--- src/design/rrts_pkg.sv ---
// ----------------------------------------------------------------------------
// rrts_pkg
// Types and codes of the round-robin task scheduler.
// ----------------------------------------------------------------------------
package rrts_pkg;

    localparam int ID_W     = 4;
    localparam int EV_W     = 4;
    localparam int MODE_W   = 3;
    localparam int ID_SPACE = 16;

    typedef logic [MODE_W-1:0] mode_t;

    localparam mode_t MODE_TICK   = 3'd0;
    localparam mode_t MODE_ADD    = 3'd1;
    localparam mode_t MODE_WAIT   = 3'd2;
    localparam mode_t MODE_SLEEP  = 3'd3;
    localparam mode_t MODE_RESUME = 3'd4;
    localparam mode_t MODE_EXIT   = 3'd5;

    localparam logic [EV_W-1:0] EV_NONE     = 4'd0;
    localparam logic [EV_W-1:0] SLEEP_EVENT = 4'd1;

    typedef enum logic [1:0] {
        TS_READY   = 2'd0,
        TS_WAITING = 2'd1,
        TS_RUNNING = 2'd2,
        TS_ZOMBIE  = 2'd3
    } task_status_t;

    typedef enum logic [3:0] {
        ST_IDLE,
        ST_EXEC,
        ST_RES_RD,
        ST_RES_CHK,
        ST_RS_CHECK,
        ST_SCAN_RD,
        ST_SCAN_CHK,
        ST_SHIFT_RD,
        ST_SHIFT_WR,
        ST_RS_FOUND,
        ST_RS_FINISH,
        ST_REPORT
    } fsm_state_t;

endpackage

--- src/design/round_robin_task_scheduler.sv ---
// ----------------------------------------------------------------------------
// round_robin_task_scheduler
// Round-robin ready-queue scheduler: a FIFO of task ids plus per-task status,
// wait event and wake time, driven one command at a time by a sequencer.
// ----------------------------------------------------------------------------
//  Channel   Signals                                         Handshake
//  command   mode task_id event_type now_ms sleep_ms         start & !busy
//  result    running_task switched woke_any queue_full       done, one cycle
//  config    idle_task                                       idle_task_we
//
//  A command runs from a short add up to a reschedule that walks the
//  whole queue and shifts out an entry.
//  The queue is a memory with one write port and one registered read
//  port: each entry visited in a scan or a shift takes an address
//  state, then a data state.
//  Reset is asynchronous and takes effect at once; there is no clearing pass.
//  The result beat cannot be stalled; a new command may start in the cycle
//  that done is high.
// ----------------------------------------------------------------------------
module round_robin_task_scheduler #(
    parameter int MAX_TASKS = 16,
    parameter int TIME_BITS = 32
) (
    input  logic        clk,
    input  logic        rst_n,
    input  logic        start,
    output logic        busy,
    input  logic [2:0]  mode,
    input  logic [3:0]  task_id,
    input  logic [3:0]  event_type,
    input  logic [31:0] now_ms,
    input  logic [31:0] sleep_ms,
    input  logic        idle_task_we,
    input  logic [3:0]  idle_task,
    output logic        done,
    output logic [3:0]  running_task,
    output logic        switched,
    output logic        woke_any,
    output logic        queue_full
);

    localparam int CW = $clog2(MAX_TASKS + 1);
    localparam int IW = $clog2(MAX_TASKS);
    localparam int SW = ((TIME_BITS > 32) ? TIME_BITS : 32) + 1;
    localparam int IDW = rrts_pkg::ID_W;

    // ---------------------------------------------------------------- state
    rrts_pkg::fsm_state_t state_reg, state_next;

    rrts_pkg::mode_t        mode_reg, mode_next;
    logic [IDW-1:0]         tid_reg, tid_next;
    logic [rrts_pkg::EV_W-1:0] ev_reg, ev_next;
    logic [TIME_BITS-1:0]   now_reg, now_next;
    logic [31:0]            dur_reg, dur_next;

    logic [CW-1:0]  count_reg, count_next;
    logic [CW-1:0]  idx_reg, idx_next;
    logic           run_valid_reg, run_valid_next;
    logic [IDW-1:0] run_id_reg, run_id_next;
    logic [IDW-1:0] idle_reg;
    logic           had_reg, had_next;
    logic [IDW-1:0] prev_reg, prev_next;
    logic           cur_runs_reg, cur_runs_next;
    logic           found_reg, found_next;
    logic [IDW-1:0] found_id_reg, found_id_next;
    logic           drop_reg, drop_next;
    logic           woke_reg, woke_next;
    logic           sw_reg, sw_next;

    logic           done_reg, done_next;
    logic [IDW-1:0] out_task_reg;
    logic           out_sw_reg, out_woke_reg, out_full_reg;

    // Per-task tables, indexed by task id
    rrts_pkg::task_status_t    status_reg [rrts_pkg::ID_SPACE];
    logic [rrts_pkg::EV_W-1:0] kind_reg   [rrts_pkg::ID_SPACE];
    logic [TIME_BITS-1:0]      wake_reg   [rrts_pkg::ID_SPACE];

    // Queue memory, one write port and one read port
    logic [IDW-1:0] q_mem [MAX_TASKS];
    logic [IDW-1:0] q_rd_reg;
    logic           q_we;
    logic [IW-1:0]  q_wa, q_ra;
    logic [IDW-1:0] q_wd;

    // Task table ports
    logic                      st_we, kw_we;
    logic [IDW-1:0]            tw_addr;
    rrts_pkg::task_status_t    st_wd;
    logic [rrts_pkg::EV_W-1:0] kind_wd;
    logic [TIME_BITS-1:0]      wake_wd;

    logic [IDW-1:0]            t_ra;
    rrts_pkg::task_status_t    rd_status;
    logic [rrts_pkg::EV_W-1:0] rd_kind;
    logic [TIME_BITS-1:0]      rd_wake;

    logic [SW-1:0]        sum_w, mask_ext;
    logic [TIME_BITS-1:0] wake_sum;
    logic [CW-1:0]        idx_inc;
    logic                 q_has_room;
    logic                 hit_ready, hit_wake;
    logic [IDW-1:0]       pick;

    // ------------------------------------------------------ shared datapath
    assign t_ra = (state_reg == rrts_pkg::ST_SCAN_CHK || state_reg == rrts_pkg::ST_RES_CHK)
                  ? q_rd_reg : run_id_reg;
    assign rd_status = status_reg[t_ra];
    assign rd_kind   = kind_reg[t_ra];
    assign rd_wake   = wake_reg[t_ra];

    assign sum_w    = SW'(now_reg) + SW'(dur_reg);
    assign mask_ext = (SW'(1) << TIME_BITS) - SW'(1);
    assign wake_sum = (sum_w > mask_ext) ? {TIME_BITS{1'b1}} : sum_w[TIME_BITS-1:0];

    assign idx_inc    = idx_reg + CW'(1);
    assign q_has_room = (count_reg < CW'(MAX_TASKS));

    assign hit_ready = (rd_status == rrts_pkg::TS_READY);
    assign hit_wake  = (rd_status == rrts_pkg::TS_WAITING) &&
                       (rd_kind == rrts_pkg::SLEEP_EVENT) &&
                       (rd_wake != '0) && (now_reg >= rd_wake);

    assign pick = found_reg ? found_id_reg : (cur_runs_reg ? run_id_reg : idle_reg);

    // ------------------------------------------------------------ sequencer
    always_comb
    begin
        state_next     = state_reg;
        mode_next      = mode_reg;
        tid_next       = tid_reg;
        ev_next        = ev_reg;
        now_next       = now_reg;
        dur_next       = dur_reg;
        count_next     = count_reg;
        idx_next       = idx_reg;
        run_valid_next = run_valid_reg;
        run_id_next    = run_id_reg;
        had_next       = had_reg;
        prev_next      = prev_reg;
        cur_runs_next  = cur_runs_reg;
        found_next     = found_reg;
        found_id_next  = found_id_reg;
        drop_next      = drop_reg;
        woke_next      = woke_reg;
        sw_next        = sw_reg;
        done_next      = 1'b0;

        q_we    = 1'b0;
        q_wa    = count_reg[IW-1:0];
        q_wd    = run_id_reg;
        q_ra    = idx_reg[IW-1:0];
        st_we   = 1'b0;
        kw_we   = 1'b0;
        tw_addr = run_id_reg;
        st_wd   = rrts_pkg::TS_READY;
        kind_wd = rrts_pkg::EV_NONE;
        wake_wd = '0;

        unique case (state_reg)
            rrts_pkg::ST_IDLE:
            begin
                if (start)
                begin
                    mode_next  = rrts_pkg::mode_t'(mode);
                    tid_next   = task_id;
                    ev_next    = event_type;
                    now_next   = TIME_BITS'(now_ms);
                    dur_next   = sleep_ms;
                    drop_next  = 1'b0;
                    woke_next  = 1'b0;
                    sw_next    = 1'b0;
                    state_next = rrts_pkg::ST_EXEC;
                end
            end

            rrts_pkg::ST_EXEC:
            begin
                unique case (mode_reg)
                    rrts_pkg::MODE_TICK:
                        state_next = rrts_pkg::ST_RS_CHECK;
                    rrts_pkg::MODE_ADD:
                    begin
                        if (q_has_room)
                        begin
                            q_we       = 1'b1;
                            q_wd       = tid_reg;
                            count_next = count_reg + CW'(1);
                            st_we      = 1'b1;
                            kw_we      = 1'b1;
                            tw_addr    = tid_reg;
                        end
                        else
                        begin
                            drop_next = 1'b1;
                        end
                        state_next = rrts_pkg::ST_REPORT;
                    end
                    rrts_pkg::MODE_WAIT:
                    begin
                        if (run_valid_reg)
                        begin
                            st_we   = 1'b1;
                            kw_we   = 1'b1;
                            st_wd   = rrts_pkg::TS_WAITING;
                            kind_wd = ev_reg;
                        end
                        state_next = rrts_pkg::ST_RS_CHECK;
                    end
                    rrts_pkg::MODE_SLEEP:
                    begin
                        if (run_valid_reg)
                        begin
                            st_we      = 1'b1;
                            kw_we      = 1'b1;
                            st_wd      = rrts_pkg::TS_WAITING;
                            kind_wd    = rrts_pkg::SLEEP_EVENT;
                            wake_wd    = wake_sum;
                            state_next = rrts_pkg::ST_RS_CHECK;
                        end
                        else
                        begin
                            state_next = rrts_pkg::ST_REPORT;
                        end
                    end
                    rrts_pkg::MODE_RESUME:
                    begin
                        idx_next   = '0;
                        state_next = rrts_pkg::ST_RES_RD;
                    end
                    rrts_pkg::MODE_EXIT:
                    begin
                        if (run_valid_reg)
                        begin
                            st_we          = 1'b1;
                            st_wd          = rrts_pkg::TS_ZOMBIE;
                            run_valid_next = 1'b0;
                        end
                        state_next = rrts_pkg::ST_RS_CHECK;
                    end
                    default:
                        state_next = rrts_pkg::ST_REPORT;
                endcase
            end

            rrts_pkg::ST_RES_RD:
            begin
                if (idx_reg < count_reg)
                    state_next = rrts_pkg::ST_RES_CHK;
                else
                    state_next = rrts_pkg::ST_REPORT;
            end

            rrts_pkg::ST_RES_CHK:
            begin
                if (rd_status == rrts_pkg::TS_WAITING && rd_kind == ev_reg)
                begin
                    st_we     = 1'b1;
                    tw_addr   = q_rd_reg;
                    woke_next = 1'b1;
                end
                idx_next   = idx_inc;
                state_next = rrts_pkg::ST_RES_RD;
            end

            rrts_pkg::ST_RS_CHECK:
            begin
                had_next      = run_valid_reg;
                prev_next     = run_id_reg;
                cur_runs_next = 1'b0;
                found_next    = 1'b0;
                if (run_valid_reg && run_id_reg != idle_reg)
                begin
                    // requeue a current task that no longer runs
                    if (rd_status != rrts_pkg::TS_RUNNING)
                    begin
                        if (q_has_room)
                        begin
                            q_we       = 1'b1;
                            count_next = count_reg + CW'(1);
                        end
                        else
                        begin
                            drop_next = 1'b1;
                        end
                    end
                    else
                    begin
                        cur_runs_next = 1'b1;
                    end
                end
                idx_next   = '0;
                state_next = rrts_pkg::ST_SCAN_RD;
            end

            rrts_pkg::ST_SCAN_RD:
            begin
                if (idx_reg < count_reg)
                    state_next = rrts_pkg::ST_SCAN_CHK;
                else
                    state_next = rrts_pkg::ST_RS_FINISH;
            end

            rrts_pkg::ST_SCAN_CHK:
            begin
                if (hit_ready || hit_wake)
                begin
                    if (!hit_ready)
                    begin
                        // disarm the expired sleep
                        kw_we   = 1'b1;
                        tw_addr = q_rd_reg;
                    end
                    found_next    = 1'b1;
                    found_id_next = q_rd_reg;
                    state_next    = rrts_pkg::ST_SHIFT_RD;
                end
                else
                begin
                    idx_next   = idx_inc;
                    state_next = rrts_pkg::ST_SCAN_RD;
                end
            end

            rrts_pkg::ST_SHIFT_RD:
            begin
                if (idx_inc < count_reg)
                begin
                    q_ra       = idx_inc[IW-1:0];
                    state_next = rrts_pkg::ST_SHIFT_WR;
                end
                else
                begin
                    count_next = count_reg - CW'(1);
                    state_next = rrts_pkg::ST_RS_FOUND;
                end
            end

            rrts_pkg::ST_SHIFT_WR:
            begin
                q_we       = 1'b1;
                q_wa       = idx_reg[IW-1:0];
                q_wd       = q_rd_reg;
                idx_next   = idx_inc;
                state_next = rrts_pkg::ST_SHIFT_RD;
            end

            rrts_pkg::ST_RS_FOUND:
            begin
                if (cur_runs_reg)
                begin
                    st_we = 1'b1;
                    if (q_has_room)
                    begin
                        q_we       = 1'b1;
                        count_next = count_reg + CW'(1);
                    end
                    else
                    begin
                        drop_next = 1'b1;
                    end
                end
                state_next = rrts_pkg::ST_RS_FINISH;
            end

            rrts_pkg::ST_RS_FINISH:
            begin
                st_we          = 1'b1;
                st_wd          = rrts_pkg::TS_RUNNING;
                tw_addr        = pick;
                run_valid_next = 1'b1;
                run_id_next    = pick;
                sw_next        = !had_reg || (prev_reg != pick);
                state_next     = rrts_pkg::ST_REPORT;
            end

            rrts_pkg::ST_REPORT:
            begin
                done_next  = 1'b1;
                state_next = rrts_pkg::ST_IDLE;
            end

            default:
                state_next = rrts_pkg::ST_IDLE;
        endcase
    end

    // ------------------------------------------------------------ registers
    always_ff @(posedge clk or negedge rst_n)
    begin
        if (!rst_n)
        begin
            state_reg     <= rrts_pkg::ST_IDLE;
            count_reg     <= '0;
            run_valid_reg <= 1'b0;
            run_id_reg    <= '0;
            idle_reg      <= '0;
            done_reg      <= 1'b0;
        end
        else
        begin
            state_reg     <= state_next;
            count_reg     <= count_next;
            run_valid_reg <= run_valid_next;
            run_id_reg    <= run_id_next;
            done_reg      <= done_next;
            if (idle_task_we)
                idle_reg <= idle_task;
        end
    end

    always_ff @(posedge clk)
    begin
        mode_reg     <= mode_next;
        tid_reg      <= tid_next;
        ev_reg       <= ev_next;
        now_reg      <= now_next;
        dur_reg      <= dur_next;
        idx_reg      <= idx_next;
        had_reg      <= had_next;
        prev_reg     <= prev_next;
        cur_runs_reg <= cur_runs_next;
        found_reg    <= found_next;
        found_id_reg <= found_id_next;
        drop_reg     <= drop_next;
        woke_reg     <= woke_next;
        sw_reg       <= sw_next;
        if (done_next)
        begin
            out_task_reg <= run_valid_reg ? run_id_reg : '0;
            out_sw_reg   <= sw_reg;
            out_woke_reg <= woke_reg;
            out_full_reg <= drop_reg;
        end
    end

    always_ff @(posedge clk or negedge rst_n)
    begin
        if (!rst_n)
        begin
            for (int i = 0; i < rrts_pkg::ID_SPACE; i++)
            begin
                status_reg[i] <= rrts_pkg::TS_READY;
                kind_reg[i]   <= rrts_pkg::EV_NONE;
                wake_reg[i]   <= '0;
            end
        end
        else
        begin
            if (st_we)
                status_reg[tw_addr] <= st_wd;
            if (kw_we)
            begin
                kind_reg[tw_addr] <= kind_wd;
                wake_reg[tw_addr] <= wake_wd;
            end
        end
    end

    // Queue memory: one write, one registered read per cycle
    always_ff @(posedge clk)
    begin
        if (q_we)
            q_mem[q_wa] <= q_wd;
    end

    always_ff @(posedge clk)
    begin
        q_rd_reg <= q_mem[q_ra];
    end

    // -------------------------------------------------------------- outputs
    assign busy         = (state_reg != rrts_pkg::ST_IDLE);
    assign done         = done_reg;
    assign running_task = out_task_reg;
    assign switched     = out_sw_reg;
    assign woke_any     = out_woke_reg;
    assign queue_full   = out_full_reg;

endmodule

--- config.mk ---
export PLATFORM = sky130hd
export DESIGN_NAME = round_robin_task_scheduler
export DESIGN_NICKNAME = d
export VERILOG_FILES = /design/src/design/rrts_pkg.sv /design/src/design/round_robin_task_scheduler.sv
export SDC_FILE = /design/constraint.sdc
export NUM_CORES = 2
export LEC_CHECK = 0
export BUFFER_PORTS_ARGS = -buffer_cell sky130_fd_sc_hd__clkbuf_2
export CELL_PAD_IN_SITES_DETAIL_PLACEMENT = 0
export CELL_PAD_IN_SITES_GLOBAL_PLACEMENT = 1
export CORE_ASPECT_RATIO = 1.1
export CORE_MARGIN = 1
export CORE_UTILIZATION = 50
export DETAILED_ROUTE_END_ITERATION = 8
export PLACE_DENSITY_LB_ADDON = 0.3
export SLEW_MARGIN = 20
export SYNTH_ARGS = -nofsm -noshare
export SYNTH_HDL_FRONTEND = slang
export SYNTH_SLANG_ARGS = --single-unit
--- constraint.sdc ---
create_clock -name clk -period 10 [get_ports clk]
set_input_delay 1 -clock clk [delete_from_list [all_inputs] [get_ports clk]]
set_output_delay 1 -clock clk [all_outputs]
set_load 0.005 [all_outputs]
Yosys cells after proc, flatten, opt, wreduce, memory -nomap -nowiden
Memory sizes are Yosys's and may differ from the RTL's. A register that Yosys moved wholly into a read port is not among the register bits. Cells that the tools add are included.

Output and inout port bits: 9. Memory bits (writable): 64. Memories: 1. Input port bits: 83. Register bits after elaboration: 728.

Bitwise operators: 2. Reduce and logical (&&, ||, !) cells: 35. Add/subtract/negate cells: 4. Eq/ne operators: 33. Magnitude comparators: 8. Mux-type cells: 94.

Memory list: q_mem (depth 16, width 4, rd ports 1, clocked after memory_dff 1, write ports 1, RTL line round_robin_task_scheduler.sv:80) `logic [IDW-1:0] q_mem [MAX_TASKS];`.

Operator list (number): bitwise mux 512 bit (1); 2-to-1 mux 32 bit (7); binary-select mux 32 bit (select 4 bit) (1); demux 32 bit (select 4 bit) (1); 2-to-1 mux 4 bit (20); bitwise mux 64 bit (1); one-hot mux 4 bit (11 select lines) (1); 2-to-1 mux 5 bit (8); one-hot mux 5 bit (4 select lines) (2); adder 32 x 32 -> 33 bit (1); > comparator 33 x 32 -> 1 bit, second input constant (1); bitwise mux 32 bit (1); greater-or-equal comparator 32 bit (1); nonzero test 32 bit (1); 2-to-1 mux 1 bit (26); binary-select mux 4 bit (select 4 bit) (1); demux 4 bit (select 4 bit) (1); == test 4 x 3 -> 1 bit, second input constant (4); == test 4 bit, second input constant (4); inequality test 2 bit, second input constant (8); one-hot mux 4 bit (2 select lines) (2); one-hot mux 4 bit (4 select lines) (1); nonzero test 4 bit (4); one-hot mux 1 bit (2 select lines) (7); 34 further kinds (71).

Depth between registers and ports, before layout
Depth in word-level cells: 20. Depth in mapped cells: 28. Gate-level depth less buffers: 20.

Worst setup path after synthesis
No wires, ideal clock.

Kind: flip-flop to flip-flop. Start point: register state_reg[0]. End point: register wake_reg[193] (netlist name). Data arrival time: 5.539 ns. Stages on the path, launching flop included: 24. Period minus slack after synthesis: 5.663 ns. Path slack: 4.337 ns. Buffers on the path: 4. Path through: dfrtp_1 -> buf_6 -> xor2_4 -> and3_1 -> buf_2 -> nor2_4 -> mux4_2 -> and2_1 -> or2_2 -> ha_1 -> nand4_1 -> or2_2 -> nor3_1 -> a21o_1 -> a31oi_1 -> a31oi_1 -> nand2_1 -> a211o_2 -> a221oi_4 -> a21boi_2 -> and3b_1 -> buf_2 -> buf_4 -> mux2_2.

Longest elaborated chain between the ends: 20. Elaborated cells on any way between the ends: 42. Those cells by class: order compare: 3; eq/ne: 7; mux: 21; bitwise: 2; reduce/logical: 9.

RTL lines: start, declared (RTL line round_robin_task_scheduler.sv:48) `rrts_pkg::fsm_state_t state_reg, state_next;`; start signal, assigned (RTL line round_robin_task_scheduler.sv:393) `state_reg <= rrts_pkg::ST_IDLE;`; start signal, assigned (RTL line round_robin_task_scheduler.sv:402) `state_reg <= state_next;`; branches (longest 20 deep; another with greater-or-equal comparator 32 bit); end signal, assigned by index (RTL line round_robin_task_scheduler.sv:455) `wake_reg[tw_addr] <= wake_wd;`; end, declared (RTL line round_robin_task_scheduler.sv:77) `logic [TIME_BITS-1:0] wake_reg [rrts_pkg::ID_SPACE];`.

Parallel ways; which one is timed is not known. The select of a mux whose other input is x is not followed. A chain may end at the register's enable or synchronous reset.

Worst setup path in the final report
Start point: register state_reg[0]. End point: register wake_reg[136] (netlist name).

Same word-level chain as after synthesis.

==> results by group <==
Run status
  • Status: complete, no violations

Clock tree
  • CTS Buf Count: 87
  • Bufs on Longest Clock Path: 3
  • CTS Sinks: 796
  • Clk Latency, worst-skew pair: 0.68 ns
  • Post-CTS setup buffers: 0
  • Reg clk slew, reported paths: around 0.06 ns
  • Post-CTS resize count: 0
  • H-tree levels: 3
  • Root buf cell: clkbuf_16
  • CTS tree: done
  • Hold Buf Count CTS: 0

Yosys
  • Number of enable flip-flop cells after synthesis: 165
  • Largest cells by area after synthesis: dfrtp_1, mux2_2, edfxtp_1
  • Synth Area in XOR/XNOR: 0.0100
  • Mux cell area share after synthesis: 0.160
  • Combinational family with the most area after synthesis: compound AO/OA/AOI/OAI gates
  • Post-synth top area share: 0.320
  • Post-synthesis compound-gate area fraction: 0.180
  • Avg Cell Area, Syn: around 10 um2
  • Simple-gate share of the synthesized area: 0.160
  • Flops & latches, synth: 796
  • Top_reg_cell synth: dfrtp_1
  • Synth warn: 0
  • Mapped cell area: 0.0491 mm2
  • Synth Area in Adders: 0.0205
  • Async S/R FF share, synth: 0.788
  • Post-synth top area cell: dfrtp_1
  • Post-Syn Instances: 4878
  • Net Count, Synth: between 5000 and 6000
  • Sequential area share after synthesis: 0.422
  • Synth cell types: approximately 100

Timing
  • Final setup violating endpoints: 0
  • Worst-margin pin slew: about 1.2 ns
  • Pins Over Slew Limit: 0
  • RSZ-0062 raised after global routing: false
  • Final Hold Viols: 0
  • Min Tclk post-route: 8.48 ns
  • Final Cycle Share: 0.848
  • Max Fclk: 118 MHz
  • Setup TNS: 0 ns
  • Rel. slew slack: 0.191
  • Hold WS: 0.388 ns
  • Final Skew: 0.0377 ns

Final layout
  • Largest register FFs: around 510
  • Most frequent cells in the layout: dfrtp_1, nand2_1, nand2b_1
  • Syn-to-layout area delta: 9.21%
  • Number of diodes: 0
  • Non-filler cells, final: 6079
  • Filler cells: about 8500
  • Sequential Area: 0.0207 mm2
  • Commonest non-fill, non-tap cell in the layout: dfrtp_1
  • Layout cells sized above 1: 0.205
  • Multi-input gate area: approximately 0.026 mm2
  • Final net count: 4887

Floorplan
  • Row cnt: between 100 and 150
  • Core footprint: 0.0973 mm2
  • Starting density of the core: 0.504
  • I/O Pins: just over 90
  • Die ar.: between 0.09 and 0.1 mm2
  • Die Height: 331 um
  • Die X: 301 um

Pwr
  • Net Switching: about 5.7 mW
  • Seq pwr share: 0.301
  • Leakage: 21.9 nW
  • Highest ir drop seen on vdd: 0.366 mV
  • Pint: approximately 7.1 mW
  • Total power: between 10 and 15 mW
  • Combinational power share: 0.427
  • Clock power share: 0.271
  • Switch share: 0.449
  • PwrDens: 239 mW/mm2

Critical path
  • Critical R2R Launch: state_reg[0]$_DFFE_PN0N_
  • FF-to-FF End: wake_reg[136]$_DFFE_PN0P_
  • CP required: 10.56 ns
  • Worst Setup EP: wake_reg[136]$_DFFE_PN0P_
  • R2R cell count: 19
  • CP Buf/Inv Count: 2
  • Sequence of cells on the critical path: xor2_4 -> a21boi_1 -> o211ai_4 -> buf_12 -> a21oi_1 -> nor4_1 -> ha_1 -> a211o_1 -> a21oi_1 -> o41ai_1 -> a31oi_1 -> a31oi_1 -> nand2_1 -> a211o_2 -> a221oi_4 -> a21boi_2 -> nand3_4 -> buf_4 -> mux2_2
  • Crit path kind: reg2reg
  • Setup crit start: state_reg[0]$_DFFE_PN0N_
  • Levels on crit path: 19
  • Max FO, Critical Path: 23
  • Worst setup EP type: register
  • R2r setup slk: 1.52 ns
  • Peak per-stage delay on the critical path: 1.00 ns
  • CP max stage cell: nor4_1
  • CP top delay family: compound AO/OA/AOI/OAI gates
  • Worst setup SP type: register
  • CP Data Arrival Time: 9.03 ns

Global routing
  • Initial antenna violation count: 0
  • GRT overflow: 0
  • Largest net degree at the start of global routing: 172
  • Vias in the first global route: 38200
  • GRT Total Usage: 0.311
  • First-pass GRT wire length: 238 mm

Placement
  • Port Buffers: 91
  • GPL Wtd Cong: 0.899
  • HPWL after detailed placement: 89.9 mm
  • DP Cell Count: 5917

Routing
  • Drt drc: 0
  • DR vias/cell: 6.53
  • Number of routed nets with antenna violations: 0
  • Wire per inst: 25.6 um
  • Routed via count: 39700
  • Final wirelength: around 160 mm
  • DRT iter0 DRCs: 3944
  • Drt pass-1 iters: 6

Run
  • Max Cap Viol: 0

Min path
  • Hold Crit Class: in2async
[metal layers]
layer  global-route usage  part of all wire  vias to the layer above
met4                0.115             0.032                        0
met3               0.0526             0.084                      300
met2                0.473              0.45                     1736
li1                     -                 -                    17600
met1                0.447              0.44                    20100
met5                    0                 0                        -
[cell type report]
| type | count | area share |
|---|---|---|
| Multi-Input combinational cell | 3577 | 0.490 |
| Sequential cell | 796 | 0.387 |
| Clock buffer | 116 | 0.0457 |
| Timing Repair Buffer | 221 | 0.0339 |
| Tap cell | 1281 | 0.0299 |
| Clock inverter | 46 | 0.0111 |
| Inverter | 42 | 0.00297 |
[cell families (layout without fill, tap and decap cells)]
kind of cell | after synthesis | in the layout
and+or+nand+nor | 1505 | 1505
AOI/OAI and AO/OA | 1276 | 1276
DFF | 796 | 796
muxes | 665 | 665
buffers and inverters | 505 | 425
adders and majority gates | 79 | 79
xor gates and xnor gates | 52 | 52
[power by group through the flow]
stage	combinational, mW	sequential (mW)	clock (mW)
2_1_floorplan	3.65	3.70	0
3_3_place_gp	5.29	3.89	0
3_5_place_dp	5.31	3.90	0
4_1_cts	5.33	3.84	3.51
5_1_grt	5.71	3.87	3.64
6_report	5.46	3.85	3.47
[Yosys cell counts (9+ instances only)]
library cell  number
xor2_1            18
nor4_1            33
nor2b_1           18
xnor2_1           32
a311oi_1          15
mux2_4            30
buf_6             18
a31oi_1           21
buf_1             21
nand3_1           26
nand2b_1         581
mux2i_1           25
nor2_1            81
edfxtp_1         165
a21oi_1          231
a22oi_1          278
inv_1             41
nand4_1           18
o21a_1            10
o21ai_0           56
o22ai_1          136
o211ai_1         131
nor3_1            22
ha_1              77
a211oi_1         291
mux2_2           486
a21o_1            34
and3_1            17
nand4b_1           9
buf_4             32
mux2_1            99
mux4_2            25
nand2_1          622
buf_2            124
dfrtp_1          627
clkbuf_1         267
[worst reg2reg max path, cell delays in order (launching register included)]
cell and delay, ns:
dfrtp_1 0.90, xor2_4 0.52, a21boi_1 0.32, o211ai_4 0.85
buf_12 0.32, a21oi_1 0.07, nor4_1 1.00, ha_1 0.31
a211o_1 0.11, a21oi_1 0.04, o41ai_1 0.36, a31oi_1 0.14
a31oi_1 0.61, nand2_1 0.18, a211o_2 0.46, a221oi_4 0.42
a21boi_2 0.43, nand3_4 0.63, buf_4 0.45, mux2_2 0.28
[how the worst min path moves through the flow]
stage	start	endpoint	depth (start not counted)
after global routing	woke_reg$_DFFE_PP_	woke_any$_DFFE_PP_	0
after CTS	rst_n	wake_reg[241]$_DFFE_PN0P_	1
final	rst_n	wake_reg[433]$_DFFE_PN0P_	1
after global placement	woke_reg$_DFFE_PP_	woke_any$_DFFE_PP_	0
after detailed placement	woke_reg$_DFFE_PP_	woke_any$_DFFE_PP_	0
after floorplan	sw_reg$_SDFFCE_PN0P_	switched$_DFFE_PP_	0
[metrics by stage]
stage | util | instance area (um2) | worst slack, ns
floorplan | - | 49100 | 4.34
global placement | 0.519 | 50500 | 1.74
detailed placement | 0.519 | 50500 | 1.66
CTS | 0.551 | 53600 | 1.62
global route | 0.551 | 53600 | 1.25
finish | 0.551 | 53600 | 1.52
No activity file was read; power rests on OpenSTA's default activity.
